--- src/sv/gimc_pkg.sv ---
package gimc_pkg;

   localparam int MAX_POSITIONS_DEF = 64;
   localparam int MAX_SPANS_DEF     = 64;

   localparam int FUNC_W   = 2;
   localparam int DEMAND_W = 8;
   localparam int POS_W    = 6;
   localparam int COUNT_W  = 7;

   typedef enum logic [FUNC_W-1:0] {
      FUNC_DEMAND = 2'd0,
      FUNC_SPAN   = 2'd1,
      FUNC_RUN    = 2'd2,
      FUNC_NONE   = 2'd3
   } func_type;

endpackage

--- src/sv/greedy_interval_multicover_unit.sv ---
// greedy interval multicover, furthest end first
//
// req channel: one item per transfer. func demand appends a demand to the
// position row, func span appends an interval (start, end); both are taken
// one per cycle while no run holds req_stall, and give no result. func run
// sweeps the row, picks intervals greedily, then clears the row and intervals.
// rsp channel: one transfer per run with removable_count and failed.
//
// a run holds req_stall high while it sweeps the positions (stopping early
// on a failing position) and picks intervals: each pick is a linear
// search through the interval memory, one entry per cycle through its
// single read port. the result shows up as req_stall drops.
// the result sits in an output register; while rsp_stall is high it is
// held, and load items are still accepted. a following run waits for the
// held result to transfer before it reports.
// reset empties the row and the interval set and drops any held result.
module greedy_interval_multicover_unit #(
   parameter int MAX_POSITIONS = gimc_pkg::MAX_POSITIONS_DEF,
   parameter int MAX_SPANS     = gimc_pkg::MAX_SPANS_DEF
) (
   input  logic                          clock,
   input  logic                          reset,
   input  logic                          req_valid,
   output logic                          req_stall,
   input  logic [gimc_pkg::FUNC_W-1:0]   req_func,
   input  logic [gimc_pkg::DEMAND_W-1:0] req_demand,
   input  logic [gimc_pkg::POS_W-1:0]    req_span_start,
   input  logic [gimc_pkg::POS_W-1:0]    req_span_end,
   output logic                          rsp_valid,
   input  logic                          rsp_stall,
   output logic [gimc_pkg::COUNT_W-1:0]  rsp_removable_count,
   output logic                          rsp_failed
);

   localparam int CW  = $clog2(MAX_POSITIONS + 1);
   localparam int PW  = (MAX_POSITIONS > 1) ? $clog2(MAX_POSITIONS) : 1;
   localparam int SCW = $clog2(MAX_SPANS + 1);
   localparam int SPW = (MAX_SPANS > 1) ? $clog2(MAX_SPANS) : 1;
   localparam int DCW = SCW;
   localparam int XW  = (CW > gimc_pkg::POS_W) ? CW : gimc_pkg::POS_W;
   localparam int AW  = (CW > gimc_pkg::POS_W + 1) ? CW : gimc_pkg::POS_W + 1;
   localparam int PSW = gimc_pkg::POS_W;
   localparam int SWW = 2 * PSW + 1;
   localparam int DW  = gimc_pkg::DEMAND_W;

   typedef enum logic [2:0] {
      ST_IDLE,
      ST_POS,
      ST_DEM,
      ST_CHECK,
      ST_SCAN,
      ST_TAKE,
      ST_DROP,
      ST_DONE
   } state_type;

   // span word: taken flag, end, start
   logic [SWW-1:0] span_mem [MAX_SPANS];
   logic [DW-1:0]  dem_mem  [MAX_POSITIONS];
   logic [DCW-1:0] drop_mem [MAX_POSITIONS];

   logic [SWW-1:0] span_rd_ff;
   logic [DW-1:0]  dem_rd_ff;
   logic [DCW-1:0] drop_rd_ff;

   state_type      state_ff, state_in;
   logic [CW-1:0]  pos_count_ff, pos_count_in;
   logic [SCW-1:0] span_count_ff, span_count_in;
   logic [DW-1:0]  cov_ff, cov_in;
   logic [DW-1:0]  need_ff, need_in;
   logic [CW-1:0]  pos_ff, pos_in;
   logic [SCW-1:0] issue_ff, issue_in;
   logic           pend_ff, pend_in;
   logic [SPW-1:0] rd_idx_ff, rd_idx_in;
   logic           best_valid_ff, best_valid_in;
   logic [SPW-1:0] best_idx_ff, best_idx_in;
   logic [2*PSW-1:0] best_word_ff, best_word_in;
   logic [SCW-1:0] taken_ff, taken_in;
   logic           fail_ff, fail_in;
   logic           rsp_valid_ff, rsp_valid_in;
   logic [gimc_pkg::COUNT_W-1:0] rsp_count_ff, rsp_count_in;
   logic           rsp_failed_ff, rsp_failed_in;

   logic           span_we, span_re;
   logic [SPW-1:0] span_waddr, span_raddr;
   logic [SWW-1:0] span_wdata;
   logic           dem_we, dem_re;
   logic [PW-1:0]  dem_waddr;
   logic           drop_we, drop_re;
   logic [PW-1:0]  drop_waddr, drop_raddr;
   logic [DCW-1:0] drop_wdata;

   logic           req_xfer;
   logic [PSW-1:0] scan_start, scan_end;
   logic           scan_hit;
   logic [AW-1:0]  drop_at;
   logic           drop_ok;
   logic           issue_more;
   logic           out_free;

   assign req_xfer   = req_valid && !req_stall;
   assign req_stall  = (state_ff != ST_IDLE);
   assign scan_start = span_rd_ff[PSW-1:0];
   assign scan_end   = span_rd_ff[2*PSW-1:PSW];
   assign scan_hit   = !span_rd_ff[2*PSW]
                       && (XW'(scan_start) <= XW'(pos_ff))
                       && (XW'(scan_end) >= XW'(pos_ff))
                       && (!best_valid_ff || (scan_end > best_word_ff[2*PSW-1:PSW]));
   assign drop_at    = AW'(best_word_ff[2*PSW-1:PSW]) + AW'(1);
   assign drop_ok    = drop_at < AW'(MAX_POSITIONS);
   assign issue_more = issue_ff < span_count_ff;
   assign out_free   = !rsp_valid_ff || !rsp_stall;

   always_comb begin
      state_in      = state_ff;
      pos_count_in  = pos_count_ff;
      span_count_in = span_count_ff;
      cov_in        = cov_ff;
      need_in       = need_ff;
      pos_in        = pos_ff;
      issue_in      = issue_ff;
      pend_in       = 1'b0;
      rd_idx_in     = rd_idx_ff;
      best_valid_in = best_valid_ff;
      best_idx_in   = best_idx_ff;
      best_word_in  = best_word_ff;
      taken_in      = taken_ff;
      fail_in       = fail_ff;
      rsp_valid_in  = rsp_valid_ff && rsp_stall;
      rsp_count_in  = rsp_count_ff;
      rsp_failed_in = rsp_failed_ff;

      span_we    = 1'b0;
      span_waddr = span_count_ff[SPW-1:0];
      span_wdata = {1'b0, req_span_end, req_span_start};
      span_re    = 1'b0;
      span_raddr = issue_ff[SPW-1:0];
      dem_we     = 1'b0;
      dem_waddr  = pos_count_ff[PW-1:0];
      dem_re     = 1'b0;
      drop_we    = 1'b0;
      drop_waddr = pos_count_ff[PW-1:0];
      drop_wdata = '0;
      drop_re    = 1'b0;
      drop_raddr = pos_ff[PW-1:0];

      unique case (state_ff)
         ST_IDLE: begin
            if (req_xfer) begin
               unique case (gimc_pkg::func_type'(req_func))
                  gimc_pkg::FUNC_DEMAND: begin
                     // clear the drop slot as the position is loaded
                     if (pos_count_ff < CW'(MAX_POSITIONS)) begin
                        dem_we       = 1'b1;
                        drop_we      = 1'b1;
                        pos_count_in = pos_count_ff + CW'(1);
                     end
                  end
                  gimc_pkg::FUNC_SPAN: begin
                     if (span_count_ff < SCW'(MAX_SPANS)) begin
                        span_we       = 1'b1;
                        span_count_in = span_count_ff + SCW'(1);
                     end
                  end
                  gimc_pkg::FUNC_RUN: begin
                     pos_in   = '0;
                     taken_in = '0;
                     fail_in  = 1'b0;
                     if (pos_count_ff == '0) begin
                        state_in = ST_DONE;
                     end else begin
                        state_in = ST_POS;
                     end
                  end
                  gimc_pkg::FUNC_NONE: begin
                  end
                  default: begin
                  end
               endcase
            end
         end
         ST_POS: begin
            dem_re     = 1'b1;
            drop_re    = 1'b1;
            drop_raddr = pos_ff[PW-1:0];
            state_in   = ST_DEM;
         end
         ST_DEM: begin
            cov_in   = cov_ff - DW'(drop_rd_ff);
            need_in  = dem_rd_ff;
            state_in = ST_CHECK;
         end
         ST_CHECK: begin
            if (cov_ff < need_ff) begin
               issue_in      = '0;
               best_valid_in = 1'b0;
               state_in      = ST_SCAN;
            end else if (pos_ff + CW'(1) == pos_count_ff) begin
               state_in = ST_DONE;
            end else begin
               pos_in   = pos_ff + CW'(1);
               state_in = ST_POS;
            end
         end
         ST_SCAN: begin
            if (issue_more) begin
               span_re   = 1'b1;
               issue_in  = issue_ff + SCW'(1);
               rd_idx_in = issue_ff[SPW-1:0];
               pend_in   = 1'b1;
            end
            if (pend_ff && scan_hit) begin
               best_valid_in = 1'b1;
               best_idx_in   = rd_idx_ff;
               best_word_in  = span_rd_ff[2*PSW-1:0];
            end
            if (!issue_more && !pend_ff) begin
               state_in = ST_TAKE;
            end
         end
         ST_TAKE: begin
            if (!best_valid_ff) begin
               fail_in  = 1'b1;
               state_in = ST_DONE;
            end else begin
               span_we    = 1'b1;
               span_waddr = best_idx_ff;
               span_wdata = {1'b1, best_word_ff};
               cov_in     = cov_ff + DW'(1);
               taken_in   = taken_ff + SCW'(1);
               if (drop_ok) begin
                  drop_re    = 1'b1;
                  drop_raddr = drop_at[PW-1:0];
                  state_in   = ST_DROP;
               end else begin
                  state_in = ST_CHECK;
               end
            end
         end
         ST_DROP: begin
            drop_we    = 1'b1;
            drop_waddr = drop_at[PW-1:0];
            drop_wdata = drop_rd_ff + DCW'(1);
            state_in   = ST_CHECK;
         end
         ST_DONE: begin
            if (out_free) begin
               rsp_valid_in  = 1'b1;
               rsp_failed_in = fail_ff;
               rsp_count_in  = fail_ff ? '0
                               : gimc_pkg::COUNT_W'(span_count_ff - taken_ff);
               pos_count_in  = '0;
               span_count_in = '0;
               cov_in        = '0;
               state_in      = ST_IDLE;
            end
         end
         default: begin
            state_in = ST_IDLE;
         end
      endcase
   end

   always_ff @(posedge clock) begin
      if (reset) begin
         state_ff      <= ST_IDLE;
         pos_count_ff  <= '0;
         span_count_ff <= '0;
         cov_ff        <= '0;
         pend_ff       <= 1'b0;
         best_valid_ff <= 1'b0;
         rsp_valid_ff  <= 1'b0;
      end else begin
         state_ff      <= state_in;
         pos_count_ff  <= pos_count_in;
         span_count_ff <= span_count_in;
         cov_ff        <= cov_in;
         pend_ff       <= pend_in;
         best_valid_ff <= best_valid_in;
         rsp_valid_ff  <= rsp_valid_in;
      end
      need_ff       <= need_in;
      pos_ff        <= pos_in;
      issue_ff      <= issue_in;
      rd_idx_ff     <= rd_idx_in;
      best_idx_ff   <= best_idx_in;
      best_word_ff  <= best_word_in;
      taken_ff      <= taken_in;
      fail_ff       <= fail_in;
      rsp_count_ff  <= rsp_count_in;
      rsp_failed_ff <= rsp_failed_in;
   end

   always_ff @(posedge clock) begin
      if (span_we) begin
         span_mem[span_waddr] <= span_wdata;
      end
      if (span_re) begin
         span_rd_ff <= span_mem[span_raddr];
      end
   end

   always_ff @(posedge clock) begin
      if (dem_we) begin
         dem_mem[dem_waddr] <= req_demand;
      end
      if (dem_re) begin
         dem_rd_ff <= dem_mem[pos_ff[PW-1:0]];
      end
   end

   always_ff @(posedge clock) begin
      if (drop_we) begin
         drop_mem[drop_waddr] <= drop_wdata;
      end
      if (drop_re) begin
         drop_rd_ff <= drop_mem[drop_raddr];
      end
   end

   assign rsp_valid           = rsp_valid_ff;
   assign rsp_removable_count = rsp_count_ff;
   assign rsp_failed          = rsp_failed_ff;

endmodule

--- config.mk ---
export PLATFORM = sky130hd
export DESIGN_NAME = greedy_interval_multicover_unit
export DESIGN_NICKNAME = d
export VERILOG_FILES = /design/src/sv/gimc_pkg.sv /design/src/sv/greedy_interval_multicover_unit.sv
export SDC_FILE = /design/constraint.sdc
export NUM_CORES = 2
export LEC_CHECK = 0
export BUFFER_PORTS_ARGS = -buffer_cell sky130_fd_sc_hd__buf_2
export CAP_MARGIN = 20
export CORE_ASPECT_RATIO = 1.2
export CORE_MARGIN = 4
export CORE_UTILIZATION = 43
export DETAILED_ROUTE_END_ITERATION = 7
export HOLD_SLACK_MARGIN = 0.03
export PLACE_DENSITY = 0.69
export SLEW_MARGIN = 20
export SYNTH_ARGS = -nofsm -noshare
export SYNTH_HDL_FRONTEND = slang
export SYNTH_SLANG_ARGS = --single-unit
--- constraint.sdc ---
create_clock -name clock -period 11.45 [get_ports clock]
set_input_delay 1.145 -clock clock [delete_from_list [all_inputs] [get_ports clock]]
set_output_delay 1.145 -clock clock [all_outputs]
set_load 0.02 [all_outputs]
# Yosys cells after proc, flatten, opt, wreduce, memory -nomap -nowiden
# Memories as Yosys holds them, arrays and structs flattened. A register that Yosys moved wholly into a read port is not among the register bits.
# Index checks and enable logic that the tools add are counted.
# totals
ff_bits,90
latchBits,0
ram_bits,1792
rom_bits,0
output_inout_bits,10
word_cells,173
n_memories,3
# mem_list
name,words,word_bits,rd,rd_ports_with_merged_regs,write_ports,line_no,rtl
span_mem,64,13,1,1,1,greedy_interval_multicover_unit.sv:58,logic [SWW-1:0] span_mem [MAX_SPANS];
dem_mem,64,8,1,1,1,greedy_interval_multicover_unit.sv:59,logic [DW-1:0] dem_mem [MAX_POSITIONS];
drop_mem,64,7,1,1,1,greedy_interval_multicover_unit.sv:60,logic [DCW-1:0] drop_mem [MAX_POSITIONS];
# op_classes
add_sub_neg,10
n_mul,0
n_div,0
order_cmp,8
eq_ne,25
n_shift,0
n_mux,72
bitwise,0
reduce_logical,38
# op_table
operator,count
7-bit 2-to-1 mux,15
7-bit case mux with 2 select lines,5
7-bit by 1-bit adder with 7-bit output (second input constant),6
6-bit 2-to-1 mux,6
3-bit 2-to-1 mux,9
1-bit 2-to-1 mux,26
13-bit 2-to-1 mux,2
2-bit inequality test (second input constant),12
8-bit case mux with 3 select lines,1
7-bit less-than comparator (second input constant),3
3-bit case mux with 7 select lines,1
8-bit 2-to-1 mux,2
5-bit AND reduction,3
3-bit equality test (second input constant),4
4-bit AND reduction,3
1-bit case mux with 2 select lines,5
3-bit AND reduction,3
8-bit by 1-bit adder with 8-bit output (second input constant),1
8-bit less-than comparator,1
2-bit nonzero test,4
8-bit by 7-bit subtractor with 8-bit output,1
6-bit by 1-bit adder with 7-bit output (second input constant),1
7-bit equality test,1
6-bit by 7-bit greater-or-equal comparator with 1-bit output,1
other kinds (18),37

# Logic depth before layout (Yosys ltp)
# logic_depth
word_depth,7
ltp_mapped,14
mapped_depth_nobuf,13

# Worst setup path before layout
# No wires, ideal clock.
# synth_path
kind,reg2reg
start,register state_ff[1]
end,"memory span_mem[0][10] (netlist name), data pin"
arrival_ps,3565
t_required_ps,10748
path_slack_ps,7183
path_stages_with_launch,7
path_buffers,3
cell_sequence,dfxtp_1 > buf_6 > clkinv_2 > nand4_4 > clkbuf_1 > clkbuf_1 > o21ai_0
# synth_via
elab_chain_len,2
# synth_rtl
element,line_no,rtl
start: declaration,greedy_interval_multicover_unit.sv:66,"state_type state_ff, state_in;"
start signal: assignment,greedy_interval_multicover_unit.sv:274,state_ff <= state_in;
3-bit equality test,greedy_interval_multicover_unit.sv:147,unique case (state_ff)
13-bit 2-to-1 mux,greedy_interval_multicover_unit.sv:147,
via span_wdata[10],greedy_interval_multicover_unit.sv:86,logic [SWW-1:0] span_wdata;
end: declaration,greedy_interval_multicover_unit.sv:58,
# The timed path passes the listed nets, and every way through them passes these cells.

# Final worst setup path
# layout_path
start,register state_ff[2]
end,"register drop_rd_ff[4], read port of drop_mem, data pin"
# layout_via
elab_chain_len,2
word_cells_on_any_way,4
classes_between,eq/ne: 2; mux: 2
# layout_rtl
element,line_no,rtl
3-bit equality test / 3-bit by 1-bit equality test with 1-bit output (equally long branches),greedy_interval_multicover_unit.sv:147,
1-bit case mux with 2 select lines / 6-bit 2-to-1 mux (equally long branches),greedy_interval_multicover_unit.sv:147,
end: declaration,greedy_interval_multicover_unit.sv:64,logic [DCW-1:0] drop_rd_ff;
# Several ways; a longest one is shown, not always the timed one.
# A chain may end at the register's enable or synchronous reset.

==> metrics.cfg <==
[synth]
synthesis.area_per_instance_um2=18.65
synthesis.instances=4058
syn-num-nets=4139
ys_async_sr_fraction_pct=0
synth.top_cell.area_share_pct=74.67
synth.yosys.seq_area_share_pct=75.41
netlist-cell-type-count=67
synthesis.area_um2=75680
synthDominantAreaCellType=edfxtp_1
yosys_warnings=0
synth_edf_count=1882
dominantRegCellSynth=edfxtp_1
synth.top_cells.by_area=edfxtp_1 75%, mux4_2 13%, nand2_1 2.5%
yosys_register_bits=1910

[drt]
post_detailed_route_count_of_antenna_violating_nets=0
dr_total_vias=38146
route.detailed.drc=0
viasPerCell=5.781
route.final.wire_length_um=172700
drt-wirelength-per-cell_um=26.17
dr.pass1.iters=6
detailedRoute.firstIterationViolations=4311

[sta]
timing.final.ws_setup_ns=6.314
worst_slew_margin_rel_pct=14.52
setup_total_negative_slack_ns=0
max_freq_mhz=194.7
slew_violations=0
period_needed_ns=5.136
layout_worst_path_cycle_share_pct=44.85
report.final.setup_viol=0
endpoints_failing_hold=0
worst_clock_skew_ns=0.03792
least_margin_pin_slew_ns=1.282
rsz_0062_raised_after_global_routing=false

[floorplanning]
floorplan.die.width_um=391.0
placeableCoreArea_um2=174900
initial_utilization_pct=43.27
ioPinCount=36
fp.dieArea_um2=182800
rows=168
die_h_um=467.6

[cts]
cts.path.max_buffers=3
tritoncts_clock_tree=built
clock_insertion_delay_worst_skew_ns=0.83
tritoncts.num_buffers=179
h-tree-depth=4
cts_resized=0
root_buffer=clkbuf_16
clkTransAtPathRegs_ns=0.06
holdBufCountCts=0
cts_post_setup_buffers_inserted=0
clkSinkCount=1910

[pwr]
p_sw_share_pct=27.87
pwr_density_nw_per_um2=209.1
seqPwrFrac_pct=45.1
netSwitchingPower_mw=4.939
power.ir.vdd_worst_mv=0.2509
combinational_power_share_pct=21.1
static-leakage-power_nw=26.96
cellInternalPower_mw=12.78
design_power_total_mw=17.72
share_clk_of_total_power_pct=33.8

[global_routing]
grt_pass1_vias=37894
grt.total_usage_pct=18.98
globalRoute.totalOverflow=0
initial_antenna_violation_count=7
grt_max_degree=225
global_route_wire_length_before_repair_um=257300

[final_layout]
final_util_pct=48.47
drive_gt1_share_pct=20.80
final-seq-area_um2=57070
filler_cell_count=14192
final_nets=4241
multi_input_comb_area_um2=17820
area_growth_pct=11.99
post_layout_nonfiller_instances=6599

[placement]
port_buffers=35
placement.setup.worst_slack_ns=6.317
place_hpwl_um=104400
place.detailed.instances=6273
place.gp.congestion=0.8475

[worst_setup_path]
setup.worst_path.start_class=flip-flop
critical_path_arrival_ns=5.82
cpMaxStageDelayCell=mux2_8
worstPathBufferInverterCount=3
timing.critical_path.fanout_max=144
cell_occurring_most_often_along_the_worst_timing_path=buf_4
crit_path_cell_trace=nand4_4, inv_2, buf_4, o21ai_4, mux2_8, buf_4, nand2_1, nand3_1, nand4_1, o22ai_1, or4_1
slowest_delay_ns=0.90
path_delay_family=buffers and inverters
timing.setup.critical_path_class=flip-flop to flip-flop
worst_setup_end_kind=flip-flop
critPathRequiredTime_ns=12.14

[job]
drv.max_cap_violation_count=0

[worst_hold_path]
hp-class=flip-flop to flip-flop

[run_status]
status=finished clean

## power groups by stage
stage / combinational (mW) / clock, mW / sequential [mW]
global route: 3.99 / 6.38 / 8.00
global placement: 3.72 / 0 / 8.14
detailed placement: 3.75 / 0 / 8.14
CTS: 3.77 / 6.09 / 8.00
finish: 3.73 / 5.99 / 8.00
floorplan: 2.63 / 0 / 8.08
## worst paths after layout
path / cells past startpoint / from / end / slack (ns)
hold reg to reg: 0 / rd_idx_ff[4] / best_idx_ff[4] / 0.42
setup reg to reg: 11 / state_ff[2] / drop_rd_ff[4] / 6.31
hold / removal: 0 / rd_idx_ff[4] / best_idx_ff[4] / 0.42
setup / recovery: 11 / state_ff[2] / drop_rd_ff[4] / 6.31
## synthesized netlist by cell type (8+ instances only)
master,instances
edfxtp_1,1882
nand2_1,512
mux4_2,441
nor2_1,280
nand3_1,231
clkbuf_1,102
buf_2,68
nand4_1,54
ha_1,53
inv_1,41
xnor2_1,36
dfxtp_1,28
mux2i_1,24
o21ai_0,24
buf_1,23
xor2_1,22
a21oi_1,20
o22ai_1,19
a21o_1,17
a31oi_1,14
nand2b_1,13
nor3_1,11
a22oi_1,10
or3_1,10
o21ai_1,8
## layer usage
metal	wire (um)	GRT usage (%)	up-vias	part of all wire, %
li1	-	-	16339	-
met1	68980	26.08	19846	40
met2	84630	30.80	1618	49
met3	12250	2.923	343	7.1
met4	6829	7.362	0	4.0
met5	0	0	-	0
## final cells by class
cell class,instances,share of cell area (%)
flip-flops and latches,1910,67.34
multi-input cells,1898,21.02
clock buffers,218,5.530
well taps,2295,3.388
clock inverters,106,1.429
repair buffers,125,1.088
inverters,46,0.2052
diodes,1,0.002952
## kinds of logic after synthesis
logic type | after synthesis | synth area share, %
buffers and inverters | 250 | 1.428
adder cells (fa/ha/maj) | 55 | 0.9291
flip-flops | 1910 | 75.41
XOR/XNOR | 58 | 0.6712
AND/OR/NAND/NOR | 1164 | 6.691
AO/OA/AOI/OAI | 152 | 1.347
multiplexers | 469 | 13.52
## placed cells by master, fill, tap and decap left out, types with 10 or more instances in the layout
cell,synthesis,final
nand3_1,231,231
nand2b_1,13,13
a22oi_1,10,10
clkbuf_16,0,180
mux4_2,441,441
or3_1,10,10
mux2i_1,24,24
bufinv_16,0,21
nand2_1,512,506
xnor2_1,36,36
nand4_1,54,54
nor3_1,11,11
a31oi_1,14,14
edfxtp_1,1882,1882
o22ai_1,19,19
a21o_1,17,17
nor2_1,280,247
clkinv_1,1,33
nor2_2,0,26
a21oi_1,20,19
buf_4,7,86
clkinv_2,1,32
buf_2,68,32
dfxtp_1,28,28
inv_1,41,41
xor2_1,22,22
o21ai_0,24,18
clkbuf_1,102,34
ha_1,53,53
## state kept, by name, summed over array words and instances (netlist names), 3 cells and up
name and flops:
drop_mem 448, dem_mem 512, rd_idx_ff 6, rsp_removable_count 7, taken_ff 7, span_rd_ff 13, best_idx_ff 6, issue_ff 7
need_ff 8, drop_rd_ff 7, pos_count_ff 7, pos_ff 7, dem_rd_ff 8, span_count_ff 7, cov_ff 8, state_ff 3
span_mem 832, best_word_ff 12
## stage by stage
step	instance area, um^2	hold WS [ns]
2_1_floorplan	75680	0.4003
3_3_place_gp	78790	0.4010
3_5_place_dp	78840	0.4052
4_1_cts	84740	0.4185
5_1_grt	84760	0.4188
6_report	84760	0.4180
Power figures use the tool's default switching activity.
